### src/rtl/core/rbeo_pkg.sv
// rbeo_pkg: shared types and constants for the request slot ring with oldest eviction
// used by rbeo_cell and ring_buffer_evict_oldest_core; no dependencies
`default_nettype none

package rbeo_pkg;

  // default configuration
  localparam int NUM_SLOTS_DEF = 8;
  localparam int TIME_BITS_DEF = 32;

  // fixed field widths of the ports
  localparam int ID_W       = 16;
  localparam int PORT_TIME_W = 32;
  localparam int STATUS_W   = 2;
  localparam int SLOT_IDX_W = 3;

  // operation codes carried by the mode field
  localparam logic MODE_PLACE = 1'b0;
  localparam logic MODE_TAKE  = 1'b1;

  // result status codes
  localparam logic [STATUS_W-1:0] ST_PLACED  = 2'd0;
  localparam logic [STATUS_W-1:0] ST_EVICTED = 2'd1;
  localparam logic [STATUS_W-1:0] ST_TAKEN   = 2'd2;
  localparam logic [STATUS_W-1:0] ST_EMPTY   = 2'd3;

  // controller states
  typedef enum logic [1:0] {
    S_IDLE,
    S_SCAN,
    S_DONE
  } fsm_state_t;

  // broadcast control from the controller to every cell
  typedef struct packed {
    logic mode;     // operation of the item in flight
    logic wr_en;    // commit a write this cycle
    logic wr_valid; // new occupied flag of the written slot
    logic wr_data;  // also overwrite id and time
  } cell_ctrl_t;

  // flags carried by the probe along the chain
  typedef struct packed {
    logic found;  // a matching slot has been seen
    logic sel_hi; // the selected slot sits at or after the pointer
  } probe_flags_t;

endpackage

`default_nettype wire

### src/rtl/core/rbeo_cell.sv
// rbeo_cell: one slot of the ring plus one stage of the scan probe
// depends on rbeo_pkg
`default_nettype none

module rbeo_cell #(
  parameter int NUM_SLOTS = rbeo_pkg::NUM_SLOTS_DEF,
  parameter int TIME_BITS = rbeo_pkg::TIME_BITS_DEF,
  parameter int CELL_IDX  = 0,
  localparam int IDX_W = (NUM_SLOTS > 1) ? $clog2(NUM_SLOTS) : 1,
  localparam int CNT_W = $clog2(NUM_SLOTS + 1)
) (
  input  wire                          clk,
  input  wire                          rst_n,
  input  wire  rbeo_pkg::cell_ctrl_t   ctrl_i,
  input  wire  [IDX_W-1:0]             ptr_i,
  input  wire  [IDX_W-1:0]             wr_idx_i,
  input  wire  [rbeo_pkg::ID_W-1:0]    wr_id_i,
  input  wire  [TIME_BITS-1:0]         wr_time_i,
  input  wire  rbeo_pkg::probe_flags_t flg_i,
  input  wire  [IDX_W-1:0]             sel_idx_i,
  input  wire  [rbeo_pkg::ID_W-1:0]    sel_id_i,
  input  wire  [TIME_BITS-1:0]         sel_time_i,
  input  wire  [IDX_W-1:0]             min_idx_i,
  input  wire  [rbeo_pkg::ID_W-1:0]    min_id_i,
  input  wire  [TIME_BITS-1:0]         min_time_i,
  input  wire  [CNT_W-1:0]             cnt_i,
  output rbeo_pkg::probe_flags_t       flg_o,
  output logic [IDX_W-1:0]             sel_idx_o,
  output logic [rbeo_pkg::ID_W-1:0]    sel_id_o,
  output logic [TIME_BITS-1:0]         sel_time_o,
  output logic [IDX_W-1:0]             min_idx_o,
  output logic [rbeo_pkg::ID_W-1:0]    min_id_o,
  output logic [TIME_BITS-1:0]         min_time_o,
  output logic [CNT_W-1:0]             cnt_o
);

  localparam logic [IDX_W-1:0] MY_IDX = IDX_W'(CELL_IDX);

  // slot contents
  logic                      valid_r;
  logic [rbeo_pkg::ID_W-1:0] id_r;
  logic [TIME_BITS-1:0]      time_r;

  logic hit;
  logic is_hi;
  logic sel_take;
  logic min_take;
  logic my_wr;

  rbeo_pkg::probe_flags_t    flg_nxt;
  logic [IDX_W-1:0]          sel_idx_nxt;
  logic [rbeo_pkg::ID_W-1:0] sel_id_nxt;
  logic [TIME_BITS-1:0]      sel_time_nxt;
  logic [IDX_W-1:0]          min_idx_nxt;
  logic [rbeo_pkg::ID_W-1:0] min_id_nxt;
  logic [TIME_BITS-1:0]      min_time_nxt;
  logic [CNT_W-1:0]          cnt_nxt;

  // slot write from the controller
  assign my_wr = ctrl_i.wr_en && (wr_idx_i == MY_IDX);

  always_ff @(posedge clk) begin
    if (!rst_n) begin
      valid_r <= 1'b0;
    end else if (my_wr) begin
      valid_r <= ctrl_i.wr_valid;
    end
  end

  always_ff @(posedge clk) begin
    if (my_wr && ctrl_i.wr_data) begin
      id_r   <= wr_id_i;
      time_r <= wr_time_i;
    end
  end

  // place looks for a free slot, take for an occupied one
  assign hit   = (ctrl_i.mode == rbeo_pkg::MODE_TAKE) ? valid_r : !valid_r;
  assign is_hi = (MY_IDX >= ptr_i);

  // first hit at or after the pointer wins, else first hit overall
  assign sel_take = hit && (!flg_i.found || (!flg_i.sel_hi && is_hi));
  // strict compare keeps the lowest index on ties
  assign min_take = (CELL_IDX == 0) || (time_r < min_time_i);

  always_comb begin
    flg_nxt      = flg_i;
    sel_idx_nxt  = sel_idx_i;
    sel_id_nxt   = sel_id_i;
    sel_time_nxt = sel_time_i;
    if (sel_take) begin
      flg_nxt.found  = 1'b1;
      flg_nxt.sel_hi = is_hi;
      sel_idx_nxt    = MY_IDX;
      sel_id_nxt     = id_r;
      sel_time_nxt   = time_r;
    end
    min_idx_nxt  = min_take ? MY_IDX : min_idx_i;
    min_id_nxt   = min_take ? id_r   : min_id_i;
    min_time_nxt = min_take ? time_r : min_time_i;
    cnt_nxt      = cnt_i + CNT_W'(valid_r);
  end

  // probe stage register toward the next cell
  always_ff @(posedge clk) begin
    if (!rst_n) begin
      flg_o <= '0;
      cnt_o <= '0;
    end else begin
      flg_o <= flg_nxt;
      cnt_o <= cnt_nxt;
    end
  end

  always_ff @(posedge clk) begin
    sel_idx_o  <= sel_idx_nxt;
    sel_id_o   <= sel_id_nxt;
    sel_time_o <= sel_time_nxt;
    min_idx_o  <= min_idx_nxt;
    min_id_o   <= min_id_nxt;
    min_time_o <= min_time_nxt;
  end

endmodule

`default_nettype wire

### src/rtl/core/ring_buffer_evict_oldest_core.sv
// ring_buffer_evict_oldest_core: top level, controller and chain of slot cells
// depends on rbeo_pkg and rbeo_cell
//
// Usage:
//  - input channel (in_valid/in_ready): one beat is one operation; in_mode 0
//    places in_request_id with in_creation_time, in_mode 1 takes a request.
//  - result channel (out_valid/out_ready): exactly one result beat per input
//    beat, in order, with status, id, time, slot index and full/empty flags.
//  - a probe walks the chain of NUM_SLOTS cells one cell per cycle, picking
//    up the free/occupied slot search, the oldest timestamp and the fill
//    count; the controller then commits the write and loads the result.
//  - the result register is loaded by the commit in DONE, after SCAN.
//  - one operation at a time: in_ready is high only in IDLE, so a beat waits
//    for the probe's walk through the chain and the commit of the last one.
//  - reset: all slots free, both pointers at slot zero, no result pending.
//  - a stalled receiver holds the result register; the next input beat is
//    still accepted and scanned, and its commit waits until the register
//    drains.
`default_nettype none

module ring_buffer_evict_oldest_core #(
  parameter int NUM_SLOTS = rbeo_pkg::NUM_SLOTS_DEF,
  parameter int TIME_BITS = rbeo_pkg::TIME_BITS_DEF
) (
  input  wire                                  clk,
  input  wire                                  rst_n,
  input  wire                                  in_valid,
  output logic                                 in_ready,
  input  wire                                  in_mode,
  input  wire  [rbeo_pkg::ID_W-1:0]            in_request_id,
  input  wire  [rbeo_pkg::PORT_TIME_W-1:0]     in_creation_time,
  output logic                                 out_valid,
  input  wire                                  out_ready,
  output logic [rbeo_pkg::STATUS_W-1:0]        out_status,
  output logic [rbeo_pkg::ID_W-1:0]            out_request_id,
  output logic [rbeo_pkg::PORT_TIME_W-1:0]     out_creation_time,
  output logic [rbeo_pkg::SLOT_IDX_W-1:0]      out_slot_index,
  output logic                                 out_now_full,
  output logic                                 out_now_empty
);

  localparam int IDX_W = (NUM_SLOTS > 1) ? $clog2(NUM_SLOTS) : 1;
  localparam int CNT_W = $clog2(NUM_SLOTS + 1);
  localparam logic [IDX_W-1:0] LAST_IDX = IDX_W'(NUM_SLOTS - 1);
  localparam logic [CNT_W-1:0] FULL_CNT = CNT_W'(NUM_SLOTS);

  // controller state
  rbeo_pkg::fsm_state_t state_r, state_nxt;
  logic [IDX_W-1:0] scan_cnt_r;
  logic [IDX_W-1:0] place_ptr_r, take_ptr_r;

  // item in flight
  logic                      mode_r;
  logic [rbeo_pkg::ID_W-1:0] id_r;
  logic [TIME_BITS-1:0]      time_r;

  // result register
  logic                                 out_valid_r;
  logic [rbeo_pkg::STATUS_W-1:0]        out_status_r;
  logic [rbeo_pkg::ID_W-1:0]            out_id_r;
  logic [rbeo_pkg::PORT_TIME_W-1:0]     out_time_r;
  logic [rbeo_pkg::SLOT_IDX_W-1:0]      out_idx_r;
  logic                                 out_full_r;
  logic                                 out_empty_r;

  logic in_fire;
  logic out_free;
  logic commit;

  rbeo_pkg::cell_ctrl_t ctrl;
  logic [IDX_W-1:0]     ptr;
  logic [IDX_W-1:0]     wr_idx;

  // probe chain taps, index k feeds cell k
  rbeo_pkg::probe_flags_t    flg_c      [NUM_SLOTS+1];
  logic [IDX_W-1:0]          sel_idx_c  [NUM_SLOTS+1];
  logic [rbeo_pkg::ID_W-1:0] sel_id_c   [NUM_SLOTS+1];
  logic [TIME_BITS-1:0]      sel_time_c [NUM_SLOTS+1];
  logic [IDX_W-1:0]          min_idx_c  [NUM_SLOTS+1];
  logic [rbeo_pkg::ID_W-1:0] min_id_c   [NUM_SLOTS+1];
  logic [TIME_BITS-1:0]      min_time_c [NUM_SLOTS+1];
  logic [CNT_W-1:0]          cnt_c      [NUM_SLOTS+1];

  // decisions at the end of the scan
  logic [CNT_W-1:0]              p_cnt;
  logic                          p_full;
  logic                          p_empty;
  logic                          do_wr;
  logic                          do_wr_valid;
  logic                          do_wr_data;
  logic [rbeo_pkg::STATUS_W-1:0] res_status;
  logic [rbeo_pkg::ID_W-1:0]     res_id;
  logic [TIME_BITS-1:0]          res_time;
  logic [IDX_W-1:0]              res_idx;
  logic [CNT_W-1:0]              cnt_after;
  logic                          adv_place;
  logic                          adv_take;
  logic [IDX_W-1:0]              next_idx;

  assign in_fire  = in_valid && in_ready;
  assign out_free = !out_valid_r || out_ready;

  // next state
  always_comb begin
    state_nxt = state_r;
    unique case (state_r)
      rbeo_pkg::S_IDLE: if (in_valid) state_nxt = rbeo_pkg::S_SCAN;
      rbeo_pkg::S_SCAN: if (scan_cnt_r == LAST_IDX) state_nxt = rbeo_pkg::S_DONE;
      rbeo_pkg::S_DONE: if (out_free) state_nxt = rbeo_pkg::S_IDLE;
      default:          state_nxt = rbeo_pkg::S_IDLE;
    endcase
  end

  // state outputs
  always_comb begin
    in_ready = 1'b0;
    commit   = 1'b0;
    unique case (state_r)
      rbeo_pkg::S_IDLE: in_ready = 1'b1;
      rbeo_pkg::S_SCAN: in_ready = 1'b0;
      rbeo_pkg::S_DONE: commit   = out_free;
      default:          in_ready = 1'b0;
    endcase
  end

  always_ff @(posedge clk) begin
    if (!rst_n) begin
      state_r <= rbeo_pkg::S_IDLE;
    end else begin
      state_r <= state_nxt;
    end
  end

  // scan counter, one cell per cycle
  always_ff @(posedge clk) begin
    if (!rst_n) begin
      scan_cnt_r <= '0;
    end else if (in_fire) begin
      scan_cnt_r <= '0;
    end else if (state_r == rbeo_pkg::S_SCAN) begin
      scan_cnt_r <= scan_cnt_r + 1'b1;
    end
  end

  // capture the input beat
  always_ff @(posedge clk) begin
    if (!rst_n) begin
      mode_r <= rbeo_pkg::MODE_PLACE;
    end else if (in_fire) begin
      mode_r <= in_mode;
    end
  end

  always_ff @(posedge clk) begin
    if (in_fire) begin
      id_r   <= in_request_id;
      time_r <= TIME_BITS'(in_creation_time);
    end
  end

  // probe entering cell zero
  assign flg_c[0]      = '0;
  assign sel_idx_c[0]  = '0;
  assign sel_id_c[0]   = '0;
  assign sel_time_c[0] = '0;
  assign min_idx_c[0]  = '0;
  assign min_id_c[0]   = '0;
  assign min_time_c[0] = '0;
  assign cnt_c[0]      = '0;

  assign ptr = (mode_r == rbeo_pkg::MODE_TAKE) ? take_ptr_r : place_ptr_r;

  assign ctrl.mode     = mode_r;
  assign ctrl.wr_en    = commit && do_wr;
  assign ctrl.wr_valid = do_wr_valid;
  assign ctrl.wr_data  = do_wr_data;
  assign wr_idx        = res_idx;

  // chain of slot cells
  for (genvar k = 0; k < NUM_SLOTS; k++) begin : g_cell
    rbeo_cell #(
      .NUM_SLOTS (NUM_SLOTS),
      .TIME_BITS (TIME_BITS),
      .CELL_IDX  (k)
    ) u_cell (
      .clk        (clk),
      .rst_n      (rst_n),
      .ctrl_i     (ctrl),
      .ptr_i      (ptr),
      .wr_idx_i   (wr_idx),
      .wr_id_i    (id_r),
      .wr_time_i  (time_r),
      .flg_i      (flg_c[k]),
      .sel_idx_i  (sel_idx_c[k]),
      .sel_id_i   (sel_id_c[k]),
      .sel_time_i (sel_time_c[k]),
      .min_idx_i  (min_idx_c[k]),
      .min_id_i   (min_id_c[k]),
      .min_time_i (min_time_c[k]),
      .cnt_i      (cnt_c[k]),
      .flg_o      (flg_c[k+1]),
      .sel_idx_o  (sel_idx_c[k+1]),
      .sel_id_o   (sel_id_c[k+1]),
      .sel_time_o (sel_time_c[k+1]),
      .min_idx_o  (min_idx_c[k+1]),
      .min_id_o   (min_id_c[k+1]),
      .min_time_o (min_time_c[k+1]),
      .cnt_o      (cnt_c[k+1])
    );
  end

  // probe leaving the last cell
  assign p_cnt   = cnt_c[NUM_SLOTS];
  assign p_full  = (p_cnt == FULL_CNT);
  assign p_empty = (p_cnt == '0);

  // operation outcome
  always_comb begin
    do_wr       = 1'b0;
    do_wr_valid = 1'b0;
    do_wr_data  = 1'b0;
    res_status  = rbeo_pkg::ST_EMPTY;
    res_id      = '0;
    res_time    = '0;
    res_idx     = '0;
    cnt_after   = p_cnt;
    adv_place   = 1'b0;
    adv_take    = 1'b0;
    if (mode_r == rbeo_pkg::MODE_PLACE) begin
      do_wr       = 1'b1;
      do_wr_valid = 1'b1;
      do_wr_data  = 1'b1;
      if (!p_full) begin
        res_status = rbeo_pkg::ST_PLACED;
        res_idx    = sel_idx_c[NUM_SLOTS];
        cnt_after  = p_cnt + 1'b1;
        adv_place  = 1'b1;
      end else begin
        res_status = rbeo_pkg::ST_EVICTED;
        res_id     = min_id_c[NUM_SLOTS];
        res_time   = min_time_c[NUM_SLOTS];
        res_idx    = min_idx_c[NUM_SLOTS];
      end
    end else if (!p_empty) begin
      do_wr      = 1'b1;
      res_status = rbeo_pkg::ST_TAKEN;
      res_id     = sel_id_c[NUM_SLOTS];
      res_time   = sel_time_c[NUM_SLOTS];
      res_idx    = sel_idx_c[NUM_SLOTS];
      cnt_after  = p_cnt - 1'b1;
      adv_take   = 1'b1;
    end
  end

  assign next_idx = (res_idx == LAST_IDX) ? '0 : res_idx + 1'b1;

  // pointers
  always_ff @(posedge clk) begin
    if (!rst_n) begin
      place_ptr_r <= '0;
      take_ptr_r  <= '0;
    end else if (commit) begin
      if (adv_place) place_ptr_r <= next_idx;
      if (adv_take)  take_ptr_r  <= next_idx;
    end
  end

  // result register
  always_ff @(posedge clk) begin
    if (!rst_n) begin
      out_valid_r <= 1'b0;
    end else if (commit) begin
      out_valid_r <= 1'b1;
    end else if (out_ready) begin
      out_valid_r <= 1'b0;
    end
  end

  always_ff @(posedge clk) begin
    if (commit) begin
      out_status_r <= res_status;
      out_id_r     <= res_id;
      out_time_r   <= rbeo_pkg::PORT_TIME_W'(res_time);
      out_idx_r    <= rbeo_pkg::SLOT_IDX_W'(res_idx);
      out_full_r   <= (cnt_after == FULL_CNT);
      out_empty_r  <= (cnt_after == '0);
    end
  end

  assign out_valid         = out_valid_r;
  assign out_status        = out_status_r;
  assign out_request_id    = out_id_r;
  assign out_creation_time = out_time_r;
  assign out_slot_index    = out_idx_r;
  assign out_now_full      = out_full_r;
  assign out_now_empty     = out_empty_r;

  // a commit always leaves a result beat behind
  a_commit_loads: assert property (@(posedge clk) disable iff (!rst_n)
    commit |=> out_valid_r)
    else $error("commit did not load the result register");

  // an eviction only happens on a full ring, which stays full
  a_evict_full: assert property (@(posedge clk) disable iff (!rst_n)
    (out_valid_r && out_status_r == rbeo_pkg::ST_EVICTED) |-> out_full_r)
    else $error("eviction reported on a ring that is not full");

  // take on an empty ring leaves it empty
  a_empty_take: assert property (@(posedge clk) disable iff (!rst_n)
    (out_valid_r && out_status_r == rbeo_pkg::ST_EMPTY) |-> out_empty_r)
    else $error("empty take reported with occupied slots");

  // pointers stay inside the ring
  a_ptr_range: assert property (@(posedge clk) disable iff (!rst_n)
    (place_ptr_r <= LAST_IDX) && (take_ptr_r <= LAST_IDX))
    else $error("slot pointer beyond the last slot");

  // the fill count out of the chain never exceeds the slot count
  a_cnt_range: assert property (@(posedge clk) disable iff (!rst_n)
    (state_r == rbeo_pkg::S_DONE) |-> (p_cnt <= FULL_CNT))
    else $error("fill count beyond the slot count");

endmodule

`default_nettype wire

### config.mk
export PLATFORM = sky130hd
export DESIGN_NAME = ring_buffer_evict_oldest_core
export DESIGN_NICKNAME = d
export VERILOG_FILES = /design/src/rtl/core/rbeo_pkg.sv /design/src/rtl/core/rbeo_cell.sv /design/src/rtl/core/ring_buffer_evict_oldest_core.sv
export SDC_FILE = /design/constraint.sdc
export NUM_CORES = 2
export LEC_CHECK = 0
export ABC_CLOCK_PERIOD_IN_PS = 7200
export BUFFER_PORTS_ARGS = -buffer_cell sky130_fd_sc_hd__buf_2
export CORE_ASPECT_RATIO = 1.1
export CORE_UTILIZATION = 55
export CTS_BUF_LIST = sky130_fd_sc_hd__clkbuf_8
export DETAILED_ROUTE_END_ITERATION = 10
export GPL_ROUTABILITY_DRIVEN = 0
export PLACE_DENSITY = 0.68
export SETUP_SLACK_MARGIN = 0.02
export SYNTH_ARGS = -nofsm -noshare
export SYNTH_HDL_FRONTEND = slang
export SYNTH_HIERARCHICAL = 1
export SYNTH_SLANG_ARGS = --single-unit
### constraint.sdc
create_clock -name clk -period 7.2 [get_ports clk]
set_input_delay 1.08 -clock clk [delete_from_list [all_inputs] [get_ports clk]]
set_output_delay 1.08 -clock clk [all_outputs]
set_load 0.02 [all_outputs]
-- Word level (Yosys, flattened, before mapping)
Index checks and enable logic that the tools add are counted.
- add/subtract/negate cells: 11
- $mul: 0
- div/mod/pow operators: 0
- $lt $le $gt $ge: 15
- equality and inequality tests: 15
- shift operators: 0
- mux-type cells: 76
- bitwise gates (word level): 1
- reduce and logical (&&, ||, !) cells: 73
- operator list (kind ; number):
    32-bit two-way mux ; 17
    16-bit two-way mux ; 17
    32-bit less-than comparator ; 7
    1-bit logical AND ; 32
    4-bit by 1-bit adder with 4-bit output ; 7
    1-bit logical NOT ; 23
    1-bit two-way mux ; 22
    2-bit two-way mux ; 11
    3-bit == test (second input constant) ; 5
    3-bit two-way mux ; 5
    3-bit greater-or-equal comparator (first input constant) ; 4
    4-bit two-way mux ; 3
    4-bit == test (second input constant) ; 2
    4-bit logical NOT ; 2
    1-bit logical OR ; 8
    3-bit by 1-bit adder with 3-bit output (second input constant) ; 2
    3-bit by 2-bit == test with 1-bit output (second input constant) ; 2
    1-bit by 3-bit greater-or-equal comparator with 1-bit output (first input constant) ; 2
    2-bit by 3-bit greater-or-equal comparator with 1-bit output (first input constant) ; 2
    2-bit != test (second input constant) ; 3
    2-bit case mux with 3 select lines ; 1
    2-bit AND reduction ; 3
    4-bit by 1-bit adder with 4-bit output (second input constant) ; 1
    4-bit by 1-bit subtractor with 4-bit output (second input constant) ; 1
    9 further kinds ; 9
- register bits after elaboration: 1360
- bits in latches: 0
- memory bits (writable): 0
- bits in read-only memories: 0
- input bits: 53
- output and inout bits: 57
- memories: 0

-- Longest topological paths before layout
- depth after elaboration: 6
- mapped depth: 13
- depth with buffers taken out: 10

-- Modules after synthesis
Netlist, hierarchy kept.
- by module, submodules not included (module ; instances ; cells an instance ; area an instance (sq um) ; seq. area each (sq um)):
    rbeo_cell (g_cell[1].u_cell) ; 1 ; 395 ; 5973.2 ; 3623.5
    rbeo_cell (g_cell[3].u_cell) ; 1 ; 396 ; 5969.5 ; 3623.5
    rbeo_cell (g_cell[2].u_cell) ; 1 ; 396 ; 5754.3 ; 3623.5
    rbeo_cell (g_cell[6].u_cell) ; 1 ; 397 ; 5753.0 ; 3623.5
    rbeo_cell (g_cell[5].u_cell) ; 1 ; 398 ; 5750.5 ; 3623.5
    rbeo_cell (g_cell[4].u_cell) ; 1 ; 398 ; 5749.3 ; 3623.5
    rbeo_cell (g_cell[7].u_cell) ; 1 ; 395 ; 5731.7 ; 3623.5
    rbeo_cell (g_cell[0].u_cell) ; 1 ; 236 ; 4556.9 ; 3563.4
    ring_buffer_evict_oldest_core ; 1 ; 278 ; 4524.3 ; 3353.2

-- Worst setup path after synthesis
No wires, ideal clock.
- kind: input to register
- start: input port in_valid
- end: register id_r[0] (netlist name)
- setup time: 528 ps
- data arrival time: 4683 ps
- data required time: 6672 ps
- path slack: 1990 ps
- stages on the path: 1
- path buffers: 0
- path through: nor3b_1
- RTL lines (element ; RTL line ; text):
    start, declared ; ring_buffer_evict_oldest_core.sv:27 ; input wire in_valid,

-- Worst setup path in the final report
- start: register g_cell[7].u_cell.cnt_o[0]
- end: register g_cell[2].u_cell.time_r[15], enable pin
- word-level cells in the longest chain between the ends: 6
- elaborated cells between the ends (all ways): 11
- RTL lines (element ; RTL line ; text):
    start, declared ; rbeo_cell.sv:34 ; output logic [CNT_W-1:0] cnt_o
    start signal, assigned ; rbeo_cell.sv:111 ; cnt_o <= cnt_nxt;
    4-bit == test / 4-bit logical NOT (equally long branches) ; ring_buffer_evict_oldest_core.sv:214, ring_buffer_evict_oldest_core.sv:215 ;
    3-bit two-way mux (on tied branches) ; ring_buffer_evict_oldest_core.sv:233, ring_buffer_evict_oldest_core.sv:244 ;
    3-bit two-way mux * ; ring_buffer_evict_oldest_core.sv:229 ; if (mode_r == rbeo_pkg::MODE_PLACE) begin
    net res_idx[1] ; ring_buffer_evict_oldest_core.sv:94 ; logic [IDX_W-1:0] res_idx;
    3-bit by 2-bit == test with 1-bit output * ; rbeo_cell.sv:60 ; assign my_wr = ctrl_i.wr_en && (wr_idx_i == MY_IDX);
    1-bit logical AND * ; rbeo_cell.sv:60 ;
    1-bit logical AND * ; rbeo_cell.sv:71 ; if (my_wr && ctrl_i.wr_data) begin
    end signal, assigned ; rbeo_cell.sv:73 ; time_r <= wr_time_i;
    end, declared ; rbeo_cell.sv:42 ; logic [TIME_BITS-1:0] time_r;
The timed path passes the listed nets; every way through them passes the cells marked *.
A chain may end at the register's enable or synchronous reset.

==> impl_metrics.yaml <==
die:
  chipWidth_um: 289
  die_h_um: 317
  core_region_area_um2: 89500
  die-area_um2: 91600
  floorplan.rows: 115
  floorplan.initialDensity: 0.555
  design.portCount: 110
global_routing:
  total_global_route_track_usage: 0.209
  global_route.overflow_total: 0
  grt_pass1_wl_um: 147000
  first_global_vias: 27149
  pin_count_of_the_biggest_net_entering_global_routing: 70
  antenna_found_initial: 4
routing:
  drc: 0
  drt_first_pass_iters: 5
  via_per_inst: 5.15
  antenna_violating_nets_left: 0
  via_count_of_the_routed_design: 25495
  drt_iter0_markers: 987
  routed_wl_um: 95100
  wire_per_inst_um: 19.2
timing:
  timing.final.max_slew_violations: 0
  max_slew_headroom_at_the_worst_pin: 0.212
  rsz0062_at_grt: "false"
  tightestPinTransition_ns: 1.17
  final_worst_path_period_share: 0.549
  max_freq_mhz: 253
  report.final.setup_viol: 0
  timing.final.crit_period_ns: 3.96
  clock-skew-final_ns: 0.0384
  setup-tns-final_ns: 0
  finalHoldViolCount: 0
placed_design:
  io_buffers: 109
  dp_hpwl_um: 60700
clock_tree:
  cts_repair_resize_count: 0
  htree_levels: 4
  clkSlewWorstSetupHoldPaths_ns: 0.06
  clock_insertion_delay_worst_skew_ns: 0.84
  cts_root_buffer: "sky130_fd_sc_hd__clkbuf_8"
  cts-hold-fix-buffers: 0
  cts_sinks: 1367
  numCtsBuffers: 203
  cts_buffer_depth: 3
  tritoncts: "built"
  post-cts-setup-buffers: 0
min_path:
  worst_hold_startpoint: "g_cell[0].u_cell/min_time_nxt[15]"
  min_delay_worst_endpoint: "g_cell[0].u_cell/min_time_o[15]"
  timing.hold.worst_path_depth: 0
  timing.hold.worst.class: "reg -> reg"
worst_setup_path:
  rrSetupSlack_ns: 3.24
  worst_r2r_startpoint: "g_cell[7].u_cell/cnt_o[0]"
  critical_path_class: "reg -> reg"
  timing.critical_path.to_type: "register"
  rr_worst_depth: 8
  worst-endpoint-arrival_ns: 4.40
  startpoint_type: "register"
  crit-reg2reg-capture: "g_cell[2].u_cell/time_r[15]"
  timing.critical_path.required_ns: 7.65
  critPathMaxFanout: 48
job:
  cap_viol_max_count: 0
power:
  p_sw_frac: 0.214
  ir_worst_vdd_uv: 159
  cellInternalPower_w: 0.0117
  leakage_nw: 23.4
  power-per-cell-area_nw_per_um2: 268
  clock_power_share: 0.413
  power.switching_w: 0.00318
  flop_pwr_share: 0.556
  share_comb_of_total_power: 0.031
  totalPowerFinal_w: 0.0149
run_status:
  run_status: "finished, final reports clean"
layout:
  layout_stage_area_growth_over_the_synthesis_result_pct: 12.0
  final_layout_size_suffix_gt1_frac: 0.315
  final_net_count: 3887
yosys:
  yosys_warnings: 6
  syn_avg_cell_area_um2: 15.1
  synth_area_um2: 49700
  synthCells: 3285
## worst max-delay path by stage
stage,to,depth (start not counted),start,slack (ns)
after floorplan,id_r[0],1,in_valid,1.99
after global routing,g_cell[2].u_cell/time_r[9],8,g_cell[7].u_cell/cnt_o[0],2.88
after global placement,g_cell[1].u_cell/min_time_o[31],8,g_cell[1].u_cell/time_r[6],3.21
after detailed placement,g_cell[1].u_cell/min_time_o[31],8,g_cell[1].u_cell/time_r[7],3.26
final,g_cell[2].u_cell/time_r[15],8,g_cell[7].u_cell/cnt_o[0],3.24
after CTS,g_cell[1].u_cell/min_time_o[31],8,g_cell[1].u_cell/time_r[6],3.23
## power groups by stage
stage | Combinational, W | Sequential (W) | Clock, W
3_3_place_gp | 0.000452 | 0.00844 | 0
6_report | 0.000461 | 0.00829 | 0.00615
3_5_place_dp | 0.000463 | 0.00845 | 0
2_1_floorplan | 0.000348 | 0.00840 | 0
4_1_cts | 0.000468 | 0.00829 | 0.00632
5_1_grt | 0.000494 | 0.00830 | 0.00667
## worst max-delay path: stages (launching register included)
cell                       delay, ns
sky130_fd_sc_hd__dfxtp_1        0.36
sky130_fd_sc_hd__inv_1          0.14
sky130_fd_sc_hd__ha_1           0.27
sky130_fd_sc_hd__and3b_1        0.34
sky130_fd_sc_hd__a22oi_1        0.09
sky130_fd_sc_hd__o21ai_0        0.92
sky130_fd_sc_hd__nor4bb_1       0.48
sky130_fd_sc_hd__and2_2         0.22
sky130_fd_sc_hd__buf_4          0.63
## cells in the final DEF (no fill, tap or decap), types with 12 or more instances in the layout
| master | n |
|---|---|
| sky130_fd_sc_hd__clkinv_2 | 22 |
| sky130_fd_sc_hd__conb_1 | 64 |
| sky130_fd_sc_hd__nor2_1 | 32 |
| sky130_fd_sc_hd__mux2_4 | 141 |
| sky130_fd_sc_hd__mux2_2 | 568 |
| sky130_fd_sc_hd__ha_1 | 239 |
| sky130_fd_sc_hd__nor2b_1 | 38 |
| sky130_fd_sc_hd__inv_1 | 308 |
| sky130_fd_sc_hd__mux2i_1 | 15 |
| sky130_fd_sc_hd__o21ai_0 | 22 |
| sky130_fd_sc_hd__nand4_1 | 25 |
| sky130_fd_sc_hd__mux2_1 | 15 |
| sky130_fd_sc_hd__a21o_1 | 17 |
| sky130_fd_sc_hd__xnor2_1 | 13 |
| sky130_fd_sc_hd__dfxtp_1 | 880 |
| sky130_fd_sc_hd__clkinv_1 | 17 |
| sky130_fd_sc_hd__and4_1 | 21 |
| sky130_fd_sc_hd__nand2b_1 | 17 |
| sky130_fd_sc_hd__clkbuf_8 | 249 |
| sky130_fd_sc_hd__and2_1 | 48 |
| sky130_fd_sc_hd__a221o_1 | 12 |
| sky130_fd_sc_hd__nand3_1 | 31 |
| sky130_fd_sc_hd__or2_2 | 19 |
| sky130_fd_sc_hd__buf_4 | 29 |
| sky130_fd_sc_hd__a22o_1 | 49 |
| sky130_fd_sc_hd__edfxtp_1 | 487 |
| sky130_fd_sc_hd__buf_2 | 109 |
| sky130_fd_sc_hd__nand2_1 | 64 |
| sky130_fd_sc_hd__a21oi_1 | 73 |
## through the flow
stage / cell area, µm² / hold slack, ns / std cells / setup slack, ns / util
2_1_floorplan: 49900 / 0.344 / 3347 / 1.99 / -
3_3_place_gp: 51500 / 0.346 / 4560 / 3.21 / 0.576
3_5_place_dp: 51500 / 0.355 / 4560 / 3.26 / 0.576
4_1_cts: 55600 / 0.311 / 4942 / 3.23 / 0.622
5_1_grt: 55600 / 0.341 / 4947 / 2.88 / 0.622
6_report: 55600 / 0.357 / 4947 / 3.24 / 0.622
## state kept, by name, summed over array words and instances (netlist names), 2 cells and up
name                        flops
scan_cnt_r                      3
g_cell.u_cell/min_time_nxt     32
g_cell.u_cell/id_r            128
place_ptr_r                     3
g_cell.u_cell/min_id_o        128
time_r                         32
take_ptr_r                      3
id_r                           16
out_slot_index                  3
g_cell.u_cell/sel_time_o      256
g_cell.u_cell/min_idx_o        21
state_r                         2
out_status                      2
g_cell.u_cell/flg_o            14
g_cell.u_cell/sel_idx_o        24
g_cell.u_cell/cnt_o            32
out_request_id                 16
g_cell.u_cell/sel_id_o        128
g_cell.u_cell/valid_r           8
g_cell.u_cell/time_r          224
out_creation_time              32
g_cell.u_cell/min_time_o      256
## final cells by class
class | count | area [µm²]
flip-flops and latches | 1367 | 32200
well taps | 1170 | 1460
repair buffers | 138 | 763
inverters | 230 | 863
clock buffers | 249 | 3430
clock inverters | 133 | 694
fillers | 6757 | 33900
multi-input cells | 1655 | 16200
diodes | 5 | 12.5
## per-layer routing
layer	wire length, µm	share of wire	track usage
met2	48400	0.51	0.371
met5	0	0	0
met4	2310	0.024	0.0780
met1	41200	0.43	0.253
met3	3220	0.034	0.0379
(Power assumes the default switching activity.)
